===== src/hdl/packet_ring_queue_admission_assert.svh =====
// Assertion macros shared by the packet ring queue admission RTL.
`ifndef PACKET_RING_QUEUE_ADMISSION_ASSERT_SVH
`define PACKET_RING_QUEUE_ADMISSION_ASSERT_SVH

// The condition must never hold while out of reset.
`define PRQA_ASSERT_NEVER(label, clk, rst_n, cond) \
    label: assert property (@(posedge clk) disable iff (!rst_n) !(cond)) \
        else $error("%m: forbidden condition seen");

// When the trigger holds, the consequence must hold in the following cycle.
`define PRQA_ASSERT_NEXT(label, clk, rst_n, trig, cons) \
    label: assert property (@(posedge clk) disable iff (!rst_n) (trig) |=> (cons)) \
        else $error("%m: expected follow-up did not occur");

`endif


===== src/hdl/prqa_pkg.sv =====
// Package with shared types and constants of the packet ring queue admission block.
`timescale 1ns / 1ps
`default_nettype none

package prqa_pkg;

    localparam int DATA_W = 8;
    localparam int LEN_W  = 12;
    localparam int FREE_W = 12;

    typedef enum logic
    {
        FUNC_PUSH = 1'b0,
        FUNC_POP  = 1'b1
    } func_t;

    typedef struct packed
    {
        logic wr_en;
        logic rd_en;
    } mem_req_t;

    typedef struct packed
    {
        logic              read_valid;
        logic              packet_accepted;
        logic [FREE_W-1:0] free_space;
    } step_result_t;

endpackage

`default_nettype wire


===== src/hdl/prqa_ctrl.sv =====
// Pointer, admission and packet byte counter logic of the packet ring queue.
`timescale 1ns / 1ps
`default_nettype none

module prqa_ctrl #(
    parameter int BUFFER_BYTES = 2048
) (
    input  wire logic                              clk,
    input  wire logic                              rst_n,
    input  wire logic                              step_en,
    input  wire logic                              func,
    input  wire logic                              start_of_packet,
    input  wire logic [prqa_pkg::LEN_W-1:0]        packet_length,
    output prqa_pkg::mem_req_t                     mem_req,
    output logic      [$clog2(BUFFER_BYTES)-1:0]   wr_addr,
    output logic      [$clog2(BUFFER_BYTES)-1:0]   rd_addr,
    output prqa_pkg::step_result_t                 result
);

    import prqa_pkg::*;

    localparam int AW = $clog2(BUFFER_BYTES);
    localparam int FW = $clog2(BUFFER_BYTES + 1);
    localparam int CW = (FW > LEN_W) ? FW : LEN_W;

    logic [AW-1:0]    wp_reg, wp_next;
    logic [AW-1:0]    rp_reg, rp_next;
    logic             admitted_reg, admitted_next;
    logic [LEN_W-1:0] remaining_reg, remaining_next;
    logic [FW-1:0]    free_now;
    logic [FW-1:0]    free_after;
    logic             wr_en;
    logic             rd_en;
    logic             accepted;
    logic             rvalid;

    function automatic logic [FW-1:0] space_free(input logic [AW-1:0] wp,
                                                  input logic [AW-1:0] rp);
        logic [FW-1:0] space;
        if (rp > wp)
        begin
            space = FW'(rp - wp);
        end
        else if (rp < wp)
        begin
            space = FW'(BUFFER_BYTES) - FW'(wp - rp);
        end
        else
        begin
            space = FW'(BUFFER_BYTES);
        end
        return space;
    endfunction

    function automatic logic [AW-1:0] advance(input logic [AW-1:0] p);
        logic [AW-1:0] q;
        if (p == AW'(BUFFER_BYTES - 1))
        begin
            q = '0;
        end
        else
        begin
            q = p + AW'(1);
        end
        return q;
    endfunction

    assign free_now = space_free(wp_reg, rp_reg);

    always_comb
    begin
        wp_next        = wp_reg;
        rp_next        = rp_reg;
        admitted_next  = admitted_reg;
        remaining_next = remaining_reg;
        wr_en          = 1'b0;
        rd_en          = 1'b0;
        accepted       = 1'b0;
        rvalid         = 1'b0;
        if (func_t'(func) == FUNC_PUSH)
        begin
            if (start_of_packet)
            begin
                admitted_next  = CW'(packet_length) < CW'(free_now);
                remaining_next = packet_length;
            end
            if (remaining_next == '0)
            begin
                admitted_next = 1'b0;
            end
            else
            begin
                if (admitted_next)
                begin
                    wr_en    = 1'b1;
                    accepted = 1'b1;
                    wp_next  = advance(wp_reg);
                end
                remaining_next = remaining_next - LEN_W'(1);
            end
        end
        else
        begin
            if (rp_reg != wp_reg)
            begin
                rd_en   = 1'b1;
                rvalid  = 1'b1;
                rp_next = advance(rp_reg);
            end
        end
        free_after = space_free(wp_next, rp_next);
    end

    always_ff @(posedge clk or negedge rst_n)
    begin
        if (!rst_n)
        begin
            wp_reg        <= '0;
            rp_reg        <= '0;
            admitted_reg  <= 1'b0;
            remaining_reg <= '0;
        end
        else if (step_en)
        begin
            wp_reg        <= wp_next;
            rp_reg        <= rp_next;
            admitted_reg  <= admitted_next;
            remaining_reg <= remaining_next;
        end
    end

    assign mem_req.wr_en          = step_en & wr_en;
    assign mem_req.rd_en          = step_en & rd_en;
    assign wr_addr                = wp_reg;
    assign rd_addr                = rp_reg;
    assign result.read_valid      = rvalid;
    assign result.packet_accepted = accepted;
    assign result.free_space      = FREE_W'(free_after);

endmodule

`default_nettype wire

===== config.mk =====
export PLATFORM = sky130hd
export DESIGN_NAME = prqa_ctrl
export DESIGN_NICKNAME = d
export VERILOG_FILES = /design/src/hdl/packet_ring_queue_admission_assert.svh /design/src/hdl/prqa_pkg.sv /design/src/hdl/prqa_ctrl.sv
export SDC_FILE = /design/constraint.sdc
export NUM_CORES = 1
export LEC_CHECK = 0
export ABC_CLOCK_PERIOD_IN_PS = 19500
export BUFFER_PORTS_ARGS = -buffer_cell sky130_fd_sc_hd__buf_2
export CORE_MARGIN = 2
export CORE_UTILIZATION = 25
export CTS_CLUSTER_SIZE = 12
export DETAILED_ROUTE_END_ITERATION = 10
export GPL_TIMING_DRIVEN = 0
export SETUP_SLACK_MARGIN = 0.5
export SLEW_MARGIN = 15
export SYNTH_ARGS = -nofsm -noshare
export SYNTH_HDL_FRONTEND = slang
export SYNTH_SLANG_ARGS = --single-unit

===== constraint.sdc =====
create_clock -name clk -period 19.5 [get_ports clk]
set_input_delay 3.9 -clock clk [delete_from_list [all_inputs] [get_ports clk]]
set_output_delay 3.9 -clock clk [all_outputs]
set_load 0.02 [all_outputs]

Word-level counts from Yosys, hierarchy flattened:

Index checks and enable logic that the tools add are counted.

* output and inout port bits: 38
* logic and storage cells: 48
* register bits after elaboration: 35
* input bits: 17

* equal/unequal tests: 3
* order comparisons: 5
* add/subtract/negate cells: 9
* mux-type cells: 22
* reduce and logical (&&, ||, !) cells: 2
* bitwise logic cells: 3

Operator list (number)
* $mux W12: 7
* $mux W11: 7
* $sub A11 B11 Y12: 4
* $sub A12 B12 Y12 const A: 2
* $add A11 B1 Y11 const B: 2
* $eq A11 B11 Y1 const B: 2
* $gt A11 B11 Y1: 2
* $lt A11 B11 Y1: 2
* $logic_not A12 Y1: 1
* $lt A12 B12 Y1: 1
* $sub A12 B1 Y12 const B: 1
* $ne A11 B11 Y1: 1
* $mux W1: 8
* $and A1 B1 Y1: 2
* $reduce_and A2 Y1: 1
* $not A1 Y1: 1

Longest topological paths before layout:

Gate-level depths: netlist (run 1).

* depth in word-level cells: 14
* depth in mapped cells: 26
* depth with buffers taken out: 24

Worst setup path before layout (run 1):

Ideal clock, no wire load.

* kind: input -> output
* from: in start_of_packet
* to: out result[11] (netlist bit)
* stages: 17
* data arrival time: 7964 ps
* path buffers: 3
* path slack: 7636 ps
* cells stage by stage: buf_2 buf_1 mux2i_1 ha_1 o211a_1 a211oi_1 o21ai_1 mux2_2 ha_1 fa_1 nand2b_1 a211oi_1 nor4b_1 nor4_1 clkbuf_1 nor2_1 o21ai_0

RTL lines
* start: declaration: RTL line prqa_ctrl.sv:12 `input wire logic start_of_packet,`
* end: declaration: RTL line prqa_ctrl.sv:17 `output prqa_pkg::step_result_t result`

==> results of run 1 <==
-- per-layer routing --
metal | GRT usage, % | up-vias | share of wire, %
met5 | 0 | - | 0
met4 | 3.491 | 0 | 1.3
met3 | 2.421 | 14 | 5.0
met2 | 22.84 | 108 | 44
met1 | 20.09 | 1771 | 49
li1 | - | 1928 | -
-- cell families after synthesis --
logic type                 after synthesis
and+or+nand+nor                        197
AOI/OAI and AO/OA                      129
buffers and inverters                   41
xor gates and xnor gates                39
adders and majority gates               38
DFF                                     35
muxes                                   12
-- how the worst max path moves through the flow --
stage                            end  slack (ns)  cells past startpoint
after global placement    result[11]        6.43                     19
after detailed placement  result[11]        6.50                     19
after global routing      result[11]        5.98                     19
after CTS                 result[11]        6.48                     19
after floorplan           result[11]        7.64                     17
final                     result[11]        6.49                     19
-- stage by stage --
| stage | area (µm²) | utilization (%) |
|---|---|---|
| finish | 4512 | 29.90 |
| global route | 4512 | 29.90 |
| CTS | 4512 | 29.90 |
| floorplan | 3837 | - |
| detailed placement | 4338 | 28.75 |
| global placement | 4338 | 28.75 |
-- tightest hold or removal path: cells and delay by family (launching register included) --
| family | cells | cell delay, ns |
|---|---|---|
| DFF | 1 | 0.34 |
| and+or+nand+nor | 2 | 0.10 |
-- layout by cell type (no fill, tap or decap), types with 6 or more instances in the layout --
master	Yosys	routed
buf_2	4	57
nor2_1	48	48
nand2_1	40	40
ha_1	36	36
dfrtp_1	35	35
o21ai_0	34	34
xnor2_1	27	27
nor3_1	26	26
inv_1	25	25
a21oi_1	22	22
nand3_1	19	19
xor2_1	12	12
nand4_1	11	11
nand2b_1	9	9
a21o_1	9	9
clkbuf_1	9	9
and3_1	8	8
a31oi_1	8	8
o21a_1	7	7
nor4_1	6	6
a211oi_1	6	6
mux2i_1	6	6
o31ai_1	6	6
mux2_2	6	6
-- cell type report --
type / count / area (µm²)
inverter: 25 / 93.84
clock inverter: 2 / 35.03
fill: 1655 / 10580
buffer: 16 / 72.57
multi-input combinational: 415 / 2795
timing repair buffer: 53 / 265.3
clock buffer: 6 / 138.9
tap: 188 / 235.2
sequential: 35 / 875.8
-- power by group through the flow --
| stage | Sequential (mW) | Clock (mW) | Combinational [mW] |
|---|---|---|---|
| floorplan | 0.118 | 0 | 0.224 |
| global placement | 0.115 | 0 | 0.310 |
| detailed placement | 0.115 | 0 | 0.314 |
| CTS | 0.114 | 0.0997 | 0.315 |
| global route | 0.117 | 0.103 | 0.354 |
| finish | 0.114 | 0.0983 | 0.312 |
==> results.md, run 1 <==
- Status: completed
- Sequential share of power: 21.7%
- Clk root buf: clkbuf_16
- Post-synth top area share: 22.82%
- Latest clock arrival within the worst-skew pair: 0.29 ns
- Yosys warns: 0
- Pleak: 2.067 nW
- Slew margin rel.: 34.48%
- Post-Synth Adder-Cell Area: 12.78%
- Switch share: 47.02%
- Critical-path cell list: buf_2 -> buf_2 -> buf_1 -> mux2i_1 -> ha_1 -> o211a_1 -> a211oi_1 -> o21ai_1 -> mux2_2 -> ha_1 -> fa_1 -> nand2b_1 -> a211oi_1 -> nor4b_1 -> nor4_1 -> clkbuf_1 -> nor2_1 -> o21ai_0 -> buf_2
- Slew Viols, Final: 0
- Kind of critical path: in2out
- Seq/Total Area, Yosys: 22.82%
- Worst R2R Path Depth: 18
- Ys flop type: dfrtp_1
- PostCTS Resize Cnt: 0
- Clk sinks: 35
- Critical Path Start: start_of_packet
- Hold Slack: 0.4790 ns
- WHS Path Cells: 2
- FF-to-FF End: wr_addr[5]
- Worst Max-Slew Pin Slew: 0.9738 ns
- TritonRoute pass-1 iters: 5
- R2R setup slack: 14.67 ns
- Synth area leader: dfrtp_1
- Clock Power Share: 18.8%
- Reg2reg start: rd_addr[0]
- Final Cycle Share: 66.73%
- Cell with the most instances after synthesis: nor2_1
- Syn nets: 546
- Mux cell area share after synthesis: 3.326%
- Area contributors post-synth: dfrtp_1, ha_1, xnor2_1
- Most used cell, CP: buf_2
- Clock Path Buffers: 2
- Worst-case vdd ir drop: 0.00007753 V
- Synth Area in Compound Gates: 22.04%
- Final worst slack: 6.487 ns
- Nets: 606
- Accumulated negative setup slack: 0 ns
- Post-Place Worst Slack: 6.500 ns
- Die area: 16360 µm²
- Via count: 3821
- Wire per inst: 15.41 µm
- Yosys cell types: 57
- CP max FO: 10
- WP data required: 15.60 ns
- DIE HEIGHT: 127.9 µm
- Final hold vios: 0
- Postcts setup bufs: 0
- Number of flops mapped to enable cells by yosys: 0
- Synthesized area: 3837 µm²
- Pint: 277.5 µW
- CP startpoint kind: primary input
- Data arrival time of the critical path: 9.11 ns
- Vias in the first global route: 3641
- Antenna violations before repair: 0
- Layout cells sized above 1: 14.49%
- Max Clock Freq: 76.84 MHz
- RSZ-0062 raised after global routing: false
- Post-synthesis simple-gate area fraction: 25.79%
- I/O Pins: 55
- Placed wire-length estimate: 8786 µm
- Placer Congestion: 0.8776
- Hold endpoint: admitted_reg
- Initial detailed-routing violation count: 327
- Largest family of logic cells by synthesized area: simple AND/OR/NAND/NOR gates
- Post-synth top cells: nor2_1, nand2_1, ha_1
- Rows: 45
- Initial core utilization: 25.43%
- Xor/xnor share of the synthesized area: 8.901%
- Final wirelength: 11400 µm
- Tot GR Track Use: 14.30%
- Crit end category: output pin
- H-tree level count: 2
- Comb pwr share: 59.5%
- Seq cells post-synth: 35
- WP buf/inv: 5
- Area growth from synthesis to layout: 17.57%
- DP Cell Count: 732
- First-pass GRT wire length: 18800 µm
- Clock-pin slew on the worst setup and hold paths: 0.06 ns
- P per Cell Area: 116.1 nW/µm²
- Syn Area/Cell: 7.816 µm²
- Antenna viol nets, final: 0
- Max incr delay on CP: 0.44 ns
- Fin Clk Skew: 0.009110 ns
- # DRC: 0
- Max reg flops: 12
- Cts bufs inserted: 5
- Via/cell ratio: 5.164
- Largest net degree at the start of global routing: 36
- P_sw: 246.3 µW
- Fin crit period: 13.01 ns
- Max-cap violations: 0
- Hold WC Path Type: reg2reg
- Slowest CP cell: o21ai_1
- Grt ovf: 0
- Final setup fails: 0
- Crit path max-delay family: buffers and inverters
- CTS tree: yes
- Final non-filler cell total: 740
- DIE WIDTH: 127.9 µm
- N_diodes: 0
- Core area: 15090 µm²
- # port buffers: 53
- Cell count after synthesis: 491
- Hold buffers post-CTS: 0
- Hold path start: admitted_reg
- Final Power: 523.8 µW
- Ys async rst share: 100.0%
Power figures use the tool's default switching activity.
==> run 2: changes to the inputs <==
ABC_CLOCK_PERIOD_IN_PS = 10500   (was 19500)
clock period = 10.5 ns   (was 19.5 ns; I/O delays follow)
==> run 2 against run 1 <==
Critical path depth grew 7. Highest routed layer unchanged. Critical endpoint unchanged. Flip-flop and latch count is the same. Count of clock-buffer cells in the layout is the same. Critical path type is now reg2out. Clock skew is essentially flat. Clock power grew 86%.
==> results.md, run 2 (synthesized netlist as in run 1, its figures left out) <==
- Placed wire-length estimate: 8786 µm
- Grt ovf: 0
- Pint: 515.5 µW
- WHS Path Cells: 2
- Postcts setup bufs: 0
- Worst R2R Path Depth: 18
- Latest clock arrival within the worst-skew pair: 0.29 ns
- Antenna viol nets, final: 0
- N_diodes: 0
- Fin crit period: 9.185 ns
- Final hold vios: 0
- Hold buffers post-CTS: 0
- Area of the multi-input gates: 2799 µm²
- Worst Max-Slew Pin Slew: 0.9738 ns
- Die area: 16360 µm²
- Placer Congestion: 0.8776
- Max-cap violations: 0
- Via/cell ratio: 5.203
- Final setup fails: 0
- Fin Clk Skew: 0.009247 ns
- CTS tree: yes
- CP max FO: 10
- Slew Viols, Final: 0
- I/O Pins: 55
- Data arrival time of the critical path: 7.09 ns
- Accumulated negative setup slack: 0 ns
- Final Instance Area: 4516 µm²
- # port buffers: 53
- Met3 WL: 563 µm
- Met1 WL: 5606 µm
- RSZ-0062 raised after global routing: false
- Register area: 875.8 µm²
- Antenna violations before repair: 0
- Comb pwr share: 59.5%
- P_sw: 457.5 µW
- Final wirelength: 11390 µm
- Initial detailed-routing violation count: 326
- TritonRoute pass-1 iters: 5
- Slew margin rel.: 34.48%
- P per Cell Area: 215.5 nW/µm²
- Kind of critical path: reg2out
- First-pass GRT wire length: 18800 µm
- Final core occ: 29.93%
- Commonest non-fill, non-tap cells in the layout: buf_2, nor2_1, nand2_1
- Max Clock Freq: 108.9 MHz
- Max reg flops: 12
- Crit end category: output pin
- WP data required: 8.40 ns
- Hold WC Path Type: reg2reg
- Routed length on met2: 5084 µm
- # DRC: 0
- Largest net degree at the start of global routing: 36
- Clk sinks: 35
- Pleak: 2.068 nW
- Commonest non-fill, non-tap cell in the layout: buf_2
- R2R setup slack: 5.66 ns
- Switch share: 47.02%
- Clock Path Buffers: 2
- Area after DPL: 4338 µm²
- Tot GR Track Use: 14.30%
- Sequential share of power: 21.7%
- CP startpoint kind: register
- Nets: 606
- Post-Place Worst Slack: 1.100 ns
- Initial core utilization: 25.43%
- Worst-case vdd ir drop: 0.0001440 V
- Top Metal Used: met4
- Wire per inst: 15.40 µm
- DIE WIDTH: 127.9 µm
- Via count: 3850
- Clock Power Share: 18.8%
- DIE HEIGHT: 127.9 µm
- Vias in the first global route: 3641
- Clk root buf: clkbuf_16
- Layout cells sized above 1: 14.67%
- Core area: 15090 µm²
- Rows: 45
- Final worst slack: 1.315 ns
- Area growth from synthesis to layout: 17.67%
- Final Cycle Share: 87.48%
- Cts bufs inserted: 5
- FILL cells: 1653
- H-tree level count: 2
- Clock-pin slew on the worst setup and hold paths: 0.06 ns
- Status: completed
-- run 2: worst max-delay path, cell delays in order (launching register included) --
cell and delay [ns]:
dfrtp_1 0.44, inv_1 0.17, ha_1 0.19, inv_1 0.05
fa_1 0.40, nand3_1 0.13, a21oi_1 0.11, o31ai_1 0.39
a21boi_0 0.17, o21ai_1 0.53, nand2_1 0.16, ha_1 0.36
nand4_1 0.12, nor3_1 0.21, a211oi_1 0.13, o21ai_2 0.43
mux2_2 0.41, ha_1 0.21, fa_1 0.41, nand2b_1 0.18
a211oi_1 0.37, nor4b_1 0.13, nor4_1 0.35, clkbuf_1 0.37
nor2_1 0.09, o21ai_0 0.08, buf_2 0.18
-- run 2: repair_timing --
item	4_1_cts	5_1_grt
gates resized for setup	0	1
setup endpoints to repair	0	10
endpoints found under the hold margin	0	0
-- run 2: power by group through the flow --
stage               clock network, mW  logic, mW  registers, mW
finish                          0.183      0.579          0.211
CTS                             0.185      0.586          0.211
floorplan                           0      0.415          0.219
detailed placement                  0      0.583          0.213
global route                    0.191      0.658          0.217
global placement                    0      0.577          0.213
-- run 2: through the flow --
| step | hold WS, ns | power [mW] | std cells |
|---|---|---|---|
| 2_1_floorplan | 0.4392 | 0.6342 | 491 |
| 3_5_place_dp | 0.4734 | 0.7955 | 732 |
| 6_report | 0.4790 | 0.9730 | 740 |
| 3_3_place_gp | 0.4645 | 0.7894 | 732 |
| 4_1_cts | 0.4862 | 0.9817 | 740 |
| 5_1_grt | 0.5130 | 1.065 | 740 |
-- run 2: worst paths after layout --
check | startpoint | endpoint
worst max-delay path | rd_addr[0] | result[11]
worst min register to register | admitted_reg | admitted_reg
worst min-delay path | admitted_reg | admitted_reg
worst max register to register | rd_addr[0] | wr_addr[5]
min in group asynchronous | rst_n | remaining_reg[2]
max in group asynchronous | rst_n | rd_addr[5]
-- run 2: layout make-up --
cell class / count / area share (%)
Clock buffer: 6 / 3.076
Inverter: 25 / 2.078
Timing Repair Buffer: 53 / 5.874
Multi-Input combinational cell: 415 / 61.98
Buffer: 16 / 1.607
Tap cell: 188 / 5.209
Clock inverter: 2 / 0.7758
Sequential cell: 35 / 19.40
-- run 2: layer usage --
metal,vias to the layer above,GRT usage [%]
met5,-,0
met4,0,3.491
met3,12,2.421
met2,114,22.84
met1,1792,20.09
li1,1932,-
==> run 3: changes to the inputs <==
PLACE_DENSITY = 0.4   (was default)
==> run 3 against run 2 <==
Die area is the same. Non-clock buffer count unchanged. Clock skew is 0.0021 ns lower. Setup slack got worse by 0.12 ns. Cell area hardly changed. First-iteration DRC count decreased by 45%. Highest routed layer unchanged. Largest power group unchanged. Sequential share of layout area hardly changed.
==> results.md, run 3 (synthesized netlist as in run 1, its figures left out) <==
- Status: completed
- Nets: 606
- Pint: 509.4 µW
- Worst R2R Path Depth: 16
- # DRC: 0
- Commonest non-fill, non-tap cell in the layout: buf_2
- Sequential share of power: 21.8%
- P_sw: 474.7 µW
- Fin Clk Skew: 0.007182 ns
- Comb pwr share: 60.2%
- Slew margin rel.: 33.35%
- Slowest CP cell: buf_1
- Wire per inst: 17.16 µm
- Fin crit period: 9.310 ns
- Area growth from synthesis to layout: 17.64%
- CP max FO: 10
- Antenna viol nets, final: 0
- Max Clock Freq: 107.4 MHz
- Clock Path Buffers: 2
- I/O Pins: 55
- Final worst slack: 1.190 ns
- First-pass GRT wire length: 20130 µm
- Rows: 45
- FF-to-FF End: wr_addr[5]
- Max reg flops: 12
- Accumulated negative setup slack: 0 ns
- Cts bufs inserted: 5
- Switch share: 48.24%
- CTS tree: yes
- Placed wire-length estimate: 9859 µm
- Initial core utilization: 25.43%
- RSZ-0062 raised after global routing: false
- Most used cell, CP: buf_2
- Final Cycle Share: 88.67%
- Slew Viols, Final: 0
- Via count: 3870
- Latest clock arrival within the worst-skew pair: 0.30 ns
- Clk root buf: clkbuf_16
- Core area: 15090 µm²
- Clock-pin slew on the worst setup and hold paths: 0.06 ns
- Commonest non-fill, non-tap cells in the layout: buf_2, nor2_1, nand2_1
- Reg2reg start: wr_addr[3]
- Worst-case vdd ir drop: 0.0001778 V
- Data arrival time of the critical path: 7.21 ns
- CP startpoint kind: primary input
- Via/cell ratio: 5.230
- TritonRoute pass-1 iters: 5
- Kind of critical path: in2out
- # port buffers: 53
- Hold path start: admitted_reg
- Die area: 16360 µm²
- Clk sinks: 35
- N_diodes: 0
- Tot GR Track Use: 15.86%
- Crit end category: output pin
- Max-cap violations: 0
- Clock Power Share: 18.0%
- Grt ovf: 0
- R2R setup slack: 5.61 ns
- Max incr delay on CP: 0.49 ns
- Initial detailed-routing violation count: 180
- Pleak: 2.065 nW
- Worst Max-Slew Pin Slew: 0.9907 ns
- Final wirelength: 12700 µm
- Hold buffers post-CTS: 0
- Vias in the first global route: 3780
- Largest net degree at the start of global routing: 36
- Critical-path cell list: buf_2 -> buf_2 -> buf_1 -> mux2i_1 -> ha_1 -> o211a_1 -> a211oi_1 -> o21ai_2 -> mux2_2 -> ha_1 -> fa_1 -> nand2b_1 -> a211oi_1 -> nor4b_1 -> nor4_1 -> clkbuf_1 -> nor2_1 -> o21ai_0 -> buf_2
- H-tree level count: 2
- Antenna violations before repair: 0
- Placer Congestion: 0.8686
- Layout cells sized above 1: 14.86%
- WHS Path Cells: 2
- Hold WC Path Type: reg2reg
- WP data required: 8.40 ns
- DIE HEIGHT: 127.9 µm
- Postcts setup bufs: 0
- Final hold vios: 0
- P per Cell Area: 218.0 nW/µm²
- Post-Place Worst Slack: 0.9606 ns
- PostCTS Resize Cnt: 0
- Final setup fails: 0
- Hold endpoint: admitted_reg
- DIE WIDTH: 127.9 µm
run 3: power groups by stage:
stage / Clock [mW] / Sequential (mW) / Combinational, mW
2_1_floorplan: 0 / 0.219 / 0.415
3_3_place_gp: 0 / 0.217 / 0.594
3_5_place_dp: 0 / 0.218 / 0.595
4_1_cts: 0.182 / 0.215 / 0.599
5_1_grt: 0.189 / 0.222 / 0.672
6_report: 0.177 / 0.215 / 0.593
run 3: how the worst max path moves through the flow:
| stage | end | slack [ns] | depth (start not counted) | start |
|---|---|---|---|---|
| 6_report | result[11] | 1.19 | 19 | start_of_packet |
| 3_3_place_gp | result[11] | 0.96 | 19 | start_of_packet |
| 2_1_floorplan | result[11] | 2.24 | 17 | start_of_packet |
| 5_1_grt | result[11] | 0.64 | 24 | wr_addr[3] |
| 4_1_cts | result[11] | 0.89 | 24 | wr_addr[3] |
| 3_5_place_dp | result[11] | 0.96 | 19 | start_of_packet |
run 3: final cells by class:
class                           count  area (µm²)
Tap cell                          188       235.2
Clock inverter                      3       43.79
Fill cell                        1664       10580
Clock buffer                        5       125.1
Multi-Input combinational cell    415        2803
Timing Repair Buffer               53       265.3
Sequential cell                    35       875.8
Inverter                           25       93.84
Buffer                             16       72.57
run 3: metal layers:
metal | GRT usage [%] | wire, µm | up-vias
met5 | 0 | 0 | -
met4 | 5.107 | 240 | 0
met3 | 3.005 | 560 | 16
met2 | 25.29 | 5706 | 89
met1 | 21.65 | 6186 | 1833
li1 | - | - | 1932
run 3: worst max-delay path, delay by kind of cell:
kind            cells  cell delay, ns
compound gates      5            1.10
fa+ha+maj           3            1.00
buf+inv             5            1.48
mux                 2            0.73
simple gates        4            0.77
run 3: per-stage QoR:
step	total power [mW]	instance area (µm²)	utilization, %	hold WS (ns)	cells
detailed placement	0.8130	4338	28.75	0.4765	732
global route	1.083	4514	29.92	0.5167	740
CTS	0.9968	4507	29.87	0.4923	740
finish	0.9841	4514	29.92	0.4846	740
floorplan	0.6342	3837	-	0.4392	491
global placement	0.8108	4338	28.75	0.4652	732
